**src/sv/upd_pkg.sv**
```systemverilog
// ----------------------------------------------------------------------------
// upd_pkg: shared types and constants for the URI percent decoder
// Decoder state codes, status codes, the result word layout and hex lookup.
// ----------------------------------------------------------------------------
package upd_pkg;

    typedef enum logic [4:0] {
        MODE_IDLE    = 5'b00001,
        MODE_SKIP    = 5'b00010,
        MODE_HEX1    = 5'b00100,
        MODE_HEX2    = 5'b01000,
        MODE_DISCARD = 5'b10000
    } mode_t;

    typedef logic [1:0] status_t;

    localparam status_t ST_DATA  = 2'd0;
    localparam status_t ST_BAD   = 2'd1;
    localparam status_t ST_TRUNC = 2'd2;

    localparam logic [7:0] CH_PERCENT   = 8'h25;
    localparam logic [7:0] CH_BACKSLASH = 8'h5C;
    localparam logic [7:0] CH_0         = 8'h30;
    localparam logic [7:0] CH_9         = 8'h39;
    localparam logic [7:0] CH_UA        = 8'h41;
    localparam logic [7:0] CH_UF        = 8'h46;
    localparam logic [7:0] CH_LA        = 8'h61;
    localparam logic [7:0] CH_LF        = 8'h66;
    localparam logic [7:0] HEX_TEN      = 8'd10;

    typedef struct packed {
        logic [7:0] data;
        status_t    status;
        logic       last;
    } result_t;

    // bit 4 set means not a hex digit
    function automatic logic [4:0] hex_value(input logic [7:0] b);
        logic [7:0] v;
        v = 8'd0;
        if (b >= CH_0 && b <= CH_9) begin
            v = b - CH_0;
            return {1'b0, v[3:0]};
        end
        if (b >= CH_UA && b <= CH_UF) begin
            v = b - CH_UA + HEX_TEN;
            return {1'b0, v[3:0]};
        end
        if (b >= CH_LA && b <= CH_LF) begin
            v = b - CH_LA + HEX_TEN;
            return {1'b0, v[3:0]};
        end
        return 5'b10000;
    endfunction

endpackage

```
**src/sv/upd_in_stage.sv**
```systemverilog
// ----------------------------------------------------------------------------
// upd_in_stage: input register
// Captures one input word; holds it until the decode stage takes it.
// ----------------------------------------------------------------------------
module upd_in_stage (
    input  logic       clk,
    input  logic       rst_n,
    input  logic       in_valid,
    output logic       in_stall,
    input  logic [7:0] in_byte,
    input  logic       in_last,
    input  logic       advance,
    output logic       s1_valid,
    output logic [7:0] s1_byte,
    output logic       s1_last
);

    logic       valid_reg;
    logic [7:0] byte_reg;
    logic       last_reg;
    logic       load;

    assign in_stall = valid_reg && !advance;
    assign load     = in_valid && !in_stall;

    always_ff @(posedge clk or negedge rst_n)
    begin
        if (!rst_n)
        begin
            valid_reg <= 1'b0;
        end
        else if (load || advance)
        begin
            valid_reg <= load;
        end
    end

    always_ff @(posedge clk)
    begin
        if (load)
        begin
            byte_reg <= in_byte;
            last_reg <= in_last;
        end
    end

    assign s1_valid = valid_reg;
    assign s1_byte  = byte_reg;
    assign s1_last  = last_reg;

endmodule

```
**src/sv/upd_core.sv**
```systemverilog
// ----------------------------------------------------------------------------
// upd_core: escape decode state machine
// Holds the decode mode and high nibble, and forms at most one result per word.
// ----------------------------------------------------------------------------
module upd_core (
    input  logic            clk,
    input  logic            rst_n,
    input  logic            fire,
    input  logic [7:0]      s1_byte,
    input  logic            s1_last,
    output logic            produce,
    output upd_pkg::result_t res
);
    import upd_pkg::*;

    mode_t      mode_reg, mode_next;
    logic [3:0] nib_reg, nib_next;
    logic [4:0] hv;

    assign hv = hex_value(s1_byte);

    always_comb
    begin
        mode_next = mode_reg;
        nib_next  = nib_reg;
        produce   = 1'b0;
        res       = '{data: 8'd0, status: ST_DATA, last: 1'b1};
        unique case (mode_reg)
            MODE_SKIP:
            begin
                if (s1_last)
                begin
                    produce    = 1'b1;
                    res.status = ST_TRUNC;
                end
                else
                begin
                    mode_next = MODE_HEX1;
                end
            end
            MODE_HEX1:
            begin
                if (hv[4])
                begin
                    produce    = 1'b1;
                    res.status = ST_BAD;
                    mode_next  = MODE_DISCARD;
                end
                else if (s1_last)
                begin
                    produce    = 1'b1;
                    res.status = ST_TRUNC;
                end
                else
                begin
                    nib_next  = hv[3:0];
                    mode_next = MODE_HEX2;
                end
            end
            MODE_HEX2:
            begin
                produce = 1'b1;
                if (hv[4])
                begin
                    res.status = ST_BAD;
                    mode_next  = MODE_DISCARD;
                end
                else
                begin
                    res.data  = {nib_reg, hv[3:0]};
                    res.last  = s1_last;
                    mode_next = MODE_IDLE;
                end
                nib_next = 4'd0;
            end
            MODE_DISCARD:
            begin
                produce = 1'b0;
            end
            default:
            begin
                if (s1_byte == CH_PERCENT || s1_byte == CH_BACKSLASH)
                begin
                    if (s1_last)
                    begin
                        produce    = 1'b1;
                        res.status = ST_TRUNC;
                    end
                    else
                    begin
                        mode_next = (s1_byte == CH_PERCENT) ? MODE_HEX1 : MODE_SKIP;
                    end
                end
                else
                begin
                    produce   = 1'b1;
                    res.data  = s1_byte;
                    res.last  = s1_last;
                    mode_next = MODE_IDLE;
                end
            end
        endcase
        // final byte always closes the string
        if (s1_last)
        begin
            mode_next = MODE_IDLE;
            nib_next  = 4'd0;
        end
    end

    always_ff @(posedge clk or negedge rst_n)
    begin
        if (!rst_n)
        begin
            mode_reg <= MODE_IDLE;
            nib_reg  <= 4'd0;
        end
        else if (fire)
        begin
            mode_reg <= mode_next;
            nib_reg  <= nib_next;
        end
    end

endmodule

```
**src/sv/uri_percent_decoder_top.sv**
```systemverilog
// An accepted input word passes the input register, then the result register.
// Throughput: one word per cycle; the input register feeds the decode logic
// and a result register, both advancing whenever the result slot is free.
// Words that cause no result (escape lead-ins, discarded bytes) take an input slot too.
// Reset (rst_n low, asynchronous) empties both registers and returns the
// decoder to idle with the high nibble cleared.
// ----------------------------------------------------------------------------
// uri_percent_decoder_top: streaming URI percent-escape decoder
// Input register, escape decode state machine, registered result word.
// ----------------------------------------------------------------------------
module uri_percent_decoder_top (
    input  logic             clk,
    input  logic             rst_n,
    input  logic             in_valid,
    output logic             in_stall,
    input  logic [7:0]       in_byte,
    input  logic             in_last,
    output logic             out_valid,
    input  logic             out_stall,
    output logic [7:0]       out_byte,
    output upd_pkg::status_t status,
    output logic             out_end
);
    import upd_pkg::*;

    logic       s1_valid;
    logic [7:0] s1_byte;
    logic       s1_last;
    logic       out_free;
    logic       advance;
    logic       produce;
    result_t    res;
    logic       out_valid_reg;
    result_t    out_reg;

    assign out_free = !out_valid_reg || !out_stall;
    assign advance  = s1_valid && out_free;

    upd_in_stage u_in (
        .clk      (clk),
        .rst_n    (rst_n),
        .in_valid (in_valid),
        .in_stall (in_stall),
        .in_byte  (in_byte),
        .in_last  (in_last),
        .advance  (advance),
        .s1_valid (s1_valid),
        .s1_byte  (s1_byte),
        .s1_last  (s1_last)
    );

    upd_core u_core (
        .clk     (clk),
        .rst_n   (rst_n),
        .fire    (advance),
        .s1_byte (s1_byte),
        .s1_last (s1_last),
        .produce (produce),
        .res     (res)
    );

    always_ff @(posedge clk or negedge rst_n)
    begin
        if (!rst_n)
        begin
            out_valid_reg <= 1'b0;
        end
        else if (out_free)
        begin
            out_valid_reg <= advance && produce;
        end
    end

    always_ff @(posedge clk)
    begin
        if (advance && produce)
        begin
            out_reg <= res;
        end
    end

    assign out_valid = out_valid_reg;
    assign out_byte  = out_reg.data;
    assign status    = out_reg.status;
    assign out_end   = out_reg.last;

endmodule

```
**config.mk**
```make
export PLATFORM = sky130hd
export DESIGN_NAME = uri_percent_decoder_top
export DESIGN_NICKNAME = d
export VERILOG_FILES = /design/src/sv/upd_pkg.sv /design/src/sv/upd_in_stage.sv /design/src/sv/upd_core.sv /design/src/sv/uri_percent_decoder_top.sv
export SDC_FILE = /design/constraint.sdc
export NUM_CORES = 1
export LEC_CHECK = 0
export ABC_CLOCK_PERIOD_IN_PS = 2300
export BUFFER_PORTS_ARGS = -buffer_cell sky130_fd_sc_hd__buf_2
export CORE_MARGIN = 2
export CORE_UTILIZATION = 30
export CTS_BUF_LIST = sky130_fd_sc_hd__clkbuf_8
export CTS_CLUSTER_DIAMETER = 40
export CTS_CLUSTER_SIZE = 10
export DETAILED_ROUTE_END_ITERATION = 16
export HOLD_SLACK_MARGIN = 0.02
export PLACE_DENSITY_LB_ADDON = 0.1
export SLEW_MARGIN = 20
export SYNTH_ARGS = -nofsm -noshare
export SYNTH_HDL_FRONTEND = slang
export SYNTH_HIERARCHICAL = 1
export SYNTH_SLANG_ARGS = --single-unit
```
**constraint.sdc**
```tcl
create_clock -name clk -period 2.3 [get_ports clk]
set_input_delay 0.23 -clock clk [delete_from_list [all_inputs] [get_ports clk]]
set_output_delay 0.23 -clock clk [all_outputs]
set_load 0.01 [all_outputs]
```
-- Word level (Yosys, flattened, before mapping)
Index checks and enable logic that the tools add are counted.
Widths: inputs -> output; s select.
- register bits after elaboration: 31
- bits in latches: 0
- RAM bits: 0
- bits in read-only memories: 0
- output and inout port bits: 13
- memories kept: 0
- add/sub/neg operators: 5
- $mul: 0
- divide/modulo/power cells: 0
- $lt $le $gt $ge: 6
- equal/unequal tests: 8
- shift-type cells: 0
- muxes and demuxes: 36
- bitwise operators: 0
- reduce and logical (&&, ||, !) cells: 18
- operator list (cell ; number):
    $mux 5 ; 10
    $pmux 5 s4 ; 1
    $ge 8x7->1 const B ; 2
    $le 8x7->1 const B ; 2
    $mux 8 ; 2
    $pmux 8 s2 ; 1
    $mux 1 ; 12
    $sub 4x1->4 const B ; 3
    $add 4x4->4 const B ; 2
    $eq 8x6->1 const B ; 1
    $eq 8x7->1 const B ; 1
    $ge 8x6->1 const B ; 1
    $le 8x6->1 const B ; 1
    $mux 4 ; 2
    $pmux 2 s4 ; 1
    $pmux 4 s2 ; 1
    $logic_and 1x1->1 ; 7
    $mux 2 ; 3
    $eq 5x2->1 const B ; 1
    $eq 5x3->1 const B ; 1
    $eq 5x4->1 const B ; 1
    $eq 5x5->1 const B ; 1
    $logic_not 1->1 ; 4
    $pmux 1 s4 ; 1
    other kinds (9) ; 11

-- Depth between registers and ports, before layout
Gate-level depths: netlist of the first run.
- depth in word-level cells: 12
- gate-level depth with buffers: 9
- gate-level depth less buffers: 9

-- Hierarchy
Netlist of the first run, hierarchy kept.
- by module, submodules not included (module ; instances ; cells each ; area each (µm²)):
    upd_core ; 1 ; 112 ; 969.7
    uri_percent_decoder_top ; 1 ; 17 ; 377.9
    upd_in_stage ; 1 ; 14 ; 327.8

-- Worst setup path before layout of the first run
OpenSTA, ideal clock, no wires.
- path kind: reg2reg
- from: reg u_in.byte_reg[0], in the netlist u_in/s1_byte[0]
- to: reg out_reg, in the netlist out_byte[0], enable pin
- library setup time: 0.382 ns
- arrival: 2.113 ns
- data required time: 1.918 ns
- slack: -0.195 ns
- cell stages (with the launch flop): 9
- path buffers: 0
- clock period less this slack: 2.495 ns
- cells stage by stage: edfxtp_1 -> ha_1 -> nor3b_2 -> nand4b_2 -> a21o_1 -> nand2_1 -> a32oi_1 -> nand2_1 -> a21oi_1
- word-level cells in the longest chain between the ends: 11
- RTL lines (item ; RTL line ; RTL):
    start: declaration ; upd_in_stage.sv:19 ; logic [7:0] byte_reg;
    start signal: assignment ; upd_in_stage.sv:42 ; byte_reg <= in_byte;
    $ge 8x7->1 / $le 8x7->1 (equally long branches) ; upd_pkg.sv:49 ; if (b >= CH_LA && b <= CH_LF) begin
    $logic_and 1x1->1 ; upd_pkg.sv:49 ;
    $mux 1 (2 in a row) ; upd_pkg.sv:49 ;
    $mux 1 ; upd_pkg.sv:45 ; if (b >= CH_UA && b <= CH_UF) begin
    $mux 5 ; upd_pkg.sv:53 ; return 5'b10000;
    $mux 5 ; upd_pkg.sv:49 ;
    $mux 5 ; upd_pkg.sv:45 ;
    $mux 1 ; upd_core.sv:43 ; if (hv[4])
    $pmux 1 s4 * ; upd_core.sv:28 ; unique case (mode_reg)
    named net produce ; uri_percent_decoder_top.sv:31 ; logic produce;
    $logic_and 1x1->1 * ; uri_percent_decoder_top.sv:76 ; if (advance && produce)
    end signal: assignment ; uri_percent_decoder_top.sv:78 ; out_reg <= res;
    end: declaration ; uri_percent_decoder_top.sv:34 ; result_t out_reg;
Mark *: on every way through the listed nets, which the timed path passes. The rest lies on a longest branch. The select of a mux whose other input is x is not followed.
A chain may end at the register's enable or synchronous reset.

-- Worst setup path after layout of the first run
- from: reg u_in.byte_reg[0], in the netlist u_in/s1_byte[0]
- to: reg out_reg, in the netlist out_byte[5], enable pin
Same word-level chain as after synthesis.

==> qor.txt, run 1 <==
Comb power frac -> 0.145
CTS tree -> yes
Worst path cell trace -> inv_1 > ha_2 > nor3b_4 > nand4b_2 > a21o_1 > nand2_1 > a32oi_1 > nand2_1 > a21oi_2 > buf_12
H-Tree Depth -> 2
Fmax -> 0.463 GHz
R2R depth -> 10
Final GP Congestion -> 0.879
Multi-input gate area -> 762 um^2
#FFs+latches synth -> 31
Post-route setup TNS -> 0 ps
Ys async rst share -> 0.355
Syn_area_per_cell -> 11.7 um^2
Min-delay src -> in_last
Post-Synth Simple-Gate Area -> 0.205
# IOs -> 26
Worst-path clk slew -> 60 ps
Antenna diodes -> 0
Hold path depth -> 1
R2R Setup Slk -> 140 ps
Register area -> 877 um^2
Seq/Total Area, Yosys -> 0.524
CP endpoint kind -> flop
Max-slew headroom -> 0.738
Core Area -> 0.00544 mm^2
Reg-to-reg critical path endpoint -> out_byte[5]$_DFFE_PP_
Die height -> 78.7 um
Fillers -> 547
RR Startpoint -> u_in/s1_byte[0]$_DFFE_PP_
Combinational family with the most area after synthesis -> simple AND/OR/NAND/NOR gates
First-pass GRT wire length -> 5870 um
Final Slew Violations -> 0
DP Cell Count -> 239
Leak -> 0.838 nW
Yosys warning total -> 6
Switching Fraction -> 0.258
Initial core utilization -> 0.308
Crit-path leading delay family -> simple AND/OR/NAND/NOR gates
Die X -> 78.7 um
EDFF count, synth -> 20
PnR worst setup slack -> 142 ps
Final hold vios -> 0
Residual DRC -> 0
IO buf count -> 25
Hold Path End -> u_in/s1_last$_DFFE_PP_
Worst Path Arrival -> 2150 ps
Die area -> 0.00620 mm^2
Final WL -> 3560 um
Post-detailed-route wirelength per cell -> 14.3 um
Total power -> 1.26 mW
Period utilisation layout -> 0.938
Initial antenna violation count -> 0
Post-synthesis xor/xnor area fraction -> 0.0209
Gr ovfl total -> 0
Internal power -> 0.932 mW
Total track usage -> 0.125
Mapped Nets -> 159
Worst path slowest cell -> edfxtp_1
Post-synthesis mux area share -> 0
Vias in the first global route -> 1,215
Post-Syn Area -> 0.00168 mm^2
Sequential cell fraction of total power -> 0.536
Hold WC Path Type -> primary input to flop
Fin nets -> 191
Final Util -> 0.372
DR pass1 iterations -> 4
Post-DP HPWL -> 2710 um
Worst vdd ir -> 0.249 mV
Num Clock Sinks -> 31
Skew-Pair Late Insertion Delay -> 280 ps
Syn Inst Count -> 143
Synthesis-to-layout area growth -> 20.8%
Critical path buffer and inverter count -> 2
# setup viols final -> 0
Crit-path most repeated cell -> nand2_1
Netlist cell types -> 49
Fin crit period -> 2160 ps
Adder-cell area share of the yosys netlist -> 0.0224
Worst slack, placed -> 158 ps
PD cells -> 621 mW/mm^2
Final Skew -> 5.87 ps
Compound-cell area share of the yosys netlist -> 0.197
CTS root buffer -> clkbuf_8
Fraction of layout cells with a size suffix above 1 -> 0.324
Clk pwr share -> 0.319
Critical path required time -> 2290 ps
NetSw -> 0.325 mW
Rows -> 27
Num CTS Buffers -> 5
Primary FF master, synth -> edfxtp_1
Crit path launch type -> flop
Count of maximum capacitance violations -> 0
Measured slew at the worst slew-check pin -> 382 ps
Antenna viol nets, final -> 0
DR vias/cell -> 4.94
Pin count of the biggest net entering global routing -> 12
Crit path largest cell delay -> 410 ps
Crit path max fanout -> 11
Violation count after the first detailed-routing iteration -> 79
Clock Path Buffers -> 2
Status -> finished, final reports clean
Post-Layout Cell Count -> 248
Crit path kind -> flop to flop
Via Count -> 1,225
## power groups by stage
stage                     registers [mW]  clock network [mW]  logic, mW
after floorplan                    0.687                   0      0.103
after global placement             0.685                   0      0.177
after detailed placement           0.685                   0      0.179
after CTS                          0.674               0.420      0.181
after global routing               0.679               0.443      0.204
final                              0.674               0.401      0.182
## worst max path at each step
stage	cells after the start	to	slack (ps)	startpoint
global route	10	out_byte[5]$_DFFE_PP_	-5	u_in/s1_byte[0]$_DFFE_PP_
global placement	9	out_byte[2]$_DFFE_PP_	210	u_in/s1_byte[0]$_DFFE_PP_
CTS	9	out_byte[5]$_DFFE_PP_	120	u_in/s1_byte[0]$_DFFE_PP_
finish	10	out_byte[5]$_DFFE_PP_	140	u_in/s1_byte[0]$_DFFE_PP_
detailed placement	9	out_byte[0]$_DFFE_PP_	160	u_in/s1_byte[0]$_DFFE_PP_
floorplan	8	out_byte[0]$_DFFE_PP_	50	u_in/s1_byte[0]$_DFFE_PP_
## metal layers
metal  wire length, um  global-route usage  part of all wire
met1              1580               0.162              0.44
met2              1680               0.198              0.47
met3               248              0.0375             0.070
met4                43              0.0421             0.012
met5                 0                   0                 0
## logic make-up after synthesis
kind of cell / Yosys count
compound gates: 44
simple gates: 50
buf+inv: 11
fa+ha+maj: 3
flops: 31
xor+xnor: 4
## timing repair
item | CTS | global route
endpoints found under the setup margin | 0 | 11
resized for setup | 0 | 3
endpoints found under the hold margin | 10 | 0
setup buffers | 0 | 0
hold buffers | 1 | 0
## metrics by stage
step                      hold slack (ps)  area, um^2
after floorplan                     -65.6        1680
after global placement                117        1920
after detailed placement              119        1920
after CTS                             110        2010
after global routing                  111        2020
final                                 120        2020
## worst reg2reg max path: stages, from the launching register on
cell and delay, ps:
edfxtp_1 410, inv_1 90, ha_2 220, nor3b_4 220
nand4b_2 170, a21o_1 110, nand2_1 50, a32oi_1 160
nand2_1 110, a21oi_2 180, buf_12 160
## final cells by class
| cell class | instances | area share |
|---|---|---|
| flip-flops and latches | 31 | 0.433 |
| multi-input cells | 101 | 0.376 |
| repair buffers | 33 | 0.0989 |
| well taps | 72 | 0.0445 |
| clock buffers | 5 | 0.0340 |
| clock inverters | 3 | 0.00742 |
| inverters | 3 | 0.00556 |
## cells in the final DEF, fill, tap and decap left out, types with 3 or more instances in the layout
cell and instances:
dfrtp_1 10, nor2_1 9, and3_1 3, buf_4 6, o21ai_0 7, nor2b_1 3
o21ai_1 4, buf_2 25, nand3_1 3, nand2_1 12, clkinv_2 3, a31oi_1 3
clkbuf_8 5, edfxtp_1 20, inv_1 3, a22o_1 11, a21o_1 4, a21oi_1 3
and2_1 3
## cells in the mapped netlist, types with 4 or more instances
cell type / number / share of area
edfxtp_1: 20 / 0.36
nand2_1: 12 / 0.027
a22o_1: 11 / 0.058
dfrtp_1: 10 / 0.15
nor2_1: 9 / 0.020
o21ai_0: 7 / 0.021
a21o_1: 4 / 0.018
a21oi_1: 4 / 0.012
o21ai_1: 4 / 0.012
Note: power is estimated with default switching activity, not from simulation.
==> run 2: changes to the inputs <==
GPL_ROUTABILITY_DRIVEN = 0   (was not set)
PLACE_DENSITY = 0.54   (was not set)
PLACE_DENSITY_LB_ADDON = not set   (was 0.1)
==> run 2 against run 1 <==
  * Cell count fell by 0.81%
  * Clock power rose by 1%
  * Combinational power decreased by 4%
  * First-iteration DRC count down 6.3%
  * Clock skew is 0.73 ps higher
  * Wire length shrank 6.9%
  * Power is 0.17% lower
  * Die area stayed put
  * Sequential power hardly changed
  * Critical path depth is 1 lower
  * Non-clock buffer count decreased by 2
  * Sequential share of layout area rose by 0.60 points
==> qor.txt, run 2 (synthesis gave the netlist of run 1 again) <==
Status -> finished, final reports clean (unchanged)
CP endpoint kind -> flop (unchanged)
GR Layer Usage met1 -> 0.155 (was 0.162)
Die height -> 78.7 um (unchanged)
Worst-path clk slew -> 70 ps (was 60 ps)
Via Count -> 1,235 (was 1,225)
Pin count of the biggest net entering global routing -> 12 (unchanged)
PnR worst setup slack -> 150 ps (was 142 ps)
Critical path required time -> 2290 ps (about the same)
Most common cell after layout, fill and taps aside -> buf_2 (unchanged)
Fraction of layout cells with a size suffix above 1 -> 0.305 (was 0.324)
Final Slew Violations -> 0 (unchanged)
Die area -> 0.00620 mm^2 (unchanged)
Violation count after the first detailed-routing iteration -> 74 (was 79)
CTS tree -> yes (unchanged)
Clock Path Buffers -> 2 (unchanged)
Crit path largest cell delay -> 410 ps (about the same)
DR vias/cell -> 5.02 (was 4.94)
Residual DRC -> 0 (unchanged)
PD cells -> 628 mW/mm^2 (was 621 mW/mm^2)
Crit path launch type -> flop (unchanged)
Vias in the first global route -> 1,163 (was 1,215)
Post-DP HPWL -> 2560 um (was 2710 um)
Post-detailed-route wirelength per cell -> 13.5 um (was 14.3 um)
Max-slew headroom -> 0.732 (was 0.738)
Crit-path most repeated cell -> nand2_1 (unchanged)
Crit path kind -> flop to flop (unchanged)
Initial core utilization -> 0.308 (unchanged)
Num CTS Buffers -> 5 (unchanged)
Gr ovfl total -> 0 (unchanged)
Measured slew at the worst slew-check pin -> 392 ps (was 382 ps)
Worst vdd ir -> 0.343 mV (was 0.249 mV)
Post-CTS Setup Bufs -> 0 (unchanged)
Final WL -> 3310 um (was 3560 um)
Rows -> 27 (unchanged)
Synthesis-to-layout area growth -> 19.2% (was 20.8%)
RSZ-0062 raised after global routing -> false
IO buf count -> 25 (unchanged)
Hold_ws -> 121 ps (was 120 ps)
CTS root buffer -> clkbuf_8 (unchanged)
Worst slack, placed -> 154 ps (was 158 ps)
Final hold vios -> 0 (unchanged)
Worst path cell trace -> ha_1 > o21bai_1 > a21o_4 > a21o_1 > nand2_1 > a32oi_1 > nand2_1 > a21oi_2 > buf_12 (was inv_1 > ha_2 > nor3b_4 > nand4b_2 > a21o_1 > nand2_1 > a32oi_1 > nand2_1 > a21oi_2 > buf_12)
Total track usage -> 0.115 (was 0.125)
Final Util -> 0.367 (was 0.372)
Die X -> 78.7 um (unchanged)
# IOs -> 26 (unchanged)
DR pass1 iterations -> 4 (unchanged)
Worst Path Arrival -> 2140 ps (was 2150 ps)
H-Tree Depth -> 2 (unchanged)
Post-route setup TNS -> 0 ps (unchanged)
Antenna diodes -> 0 (unchanged)
Hold buffer count at CTS -> 1 (unchanged)
Commonest cells after routing, fill and taps aside -> 25 x buf_2, 20 x edfxtp_1, 12 x nand2_1 (unchanged)
Cts repair resizes -> 0 (unchanged)
Num Clock Sinks -> 31 (unchanged)
# setup viols final -> 0 (unchanged)
Leak -> 0.829 nW (was 0.838 nW)
Period utilisation layout -> 0.935 (was 0.938)
Fin crit period -> 2150 ps (was 2160 ps)
Crit path max fanout -> 11 (unchanged)
Core Area -> 0.00544 mm^2 (unchanged)
Most Crowded Layer GR -> met2 (unchanged)
Hold WC Path Type -> primary input to flop (unchanged)
Met3 Resource Use GR -> 0.0386 (was 0.0375)
Antenna viol nets, final -> 0 (unchanged)
Fin nets -> 189 (was 191)
Worst path slowest cell -> edfxtp_1 (unchanged)
Total power -> 1.25 mW (was 1.26 mW)
Count of maximum capacitance violations -> 0 (unchanged)
Fmax -> 0.465 GHz (was 0.463 GHz)
Skew-Pair Late Insertion Delay -> 280 ps (about the same)
First-pass GRT wire length -> 5500 um (was 5870 um)
Met2 Resource Use GR -> 0.169 (was 0.198)
Initial antenna violation count -> 0 (unchanged)
Final Skew -> 6.60 ps (was 5.87 ps)
## run 2: layer usage
layer / wire length (um) / share of wire / vias up
li1: - / - / 596
met1: 1570 / 0.47 / 597
met2: 1500 / 0.45 / 36
met3: 184 / 0.056 / 6
met4: 63 / 0.019 / 0
met5: 0 / 0 / -
## run 2: stage by stage
step / instance area, um^2 / cells
2_1_floorplan: 1680 / 143
3_3_place_gp: 1900 / 237
3_5_place_dp: 1900 / 237
4_1_cts: 2000 / 246
5_1_grt: 2000 / 246
6_report: 2000 / 246
## run 2: path summary, 6_finish.rpt
kind	to	cells after the start	startpoint	slack, ps
setup reg to reg	out_byte[5]$_DFFE_PP_	9	u_in/s1_byte[0]$_DFFE_PP_	150
hold / removal	u_in/s1_byte[5]$_DFFE_PP_	1	in_byte[5]	120
setup / recovery	out_byte[5]$_DFFE_PP_	9	u_in/s1_byte[0]$_DFFE_PP_	150
min in group asynchronous	out_valid$_DFFE_PN0P_	2	rst_n	340
hold reg to reg	u_core/nib_reg[1]$_DFFE_PN0P_	1	u_core/nib_reg[1]$_DFFE_PN0P_	480
max in group asynchronous	u_core/mode_reg[0]$_DFFE_PN1P_	2	rst_n	1700
## run 2: worst max-delay path, delay by kind of cell, from the launching register on
kind | cells | cell delay, ps
AO/OA/AOI/OAI | 5 | 870
adder cells (fa/ha/maj) | 1 | 270
AND/OR/NAND/NOR | 2 | 150
buffers and inverters | 1 | 150
flip-flops | 1 | 410
## run 2: layout make-up
class	instances	area, um^2
multi-input cells	101	749
well taps	72	90.1
clock inverters	3	15.0
repair buffers	31	185
fillers	555	3440
clock buffers	5	68.8
flip-flops and latches	31	877
inverters	3	11.3
## run 2: power breakdown
part	leakage, nW	total (mW)	internal (mW)	switching [mW]
logic	0.446	0.174	0.0795	0.0944
registers	0.335	0.675	0.643	0.0324
clock network	0.0477	0.406	0.206	0.199
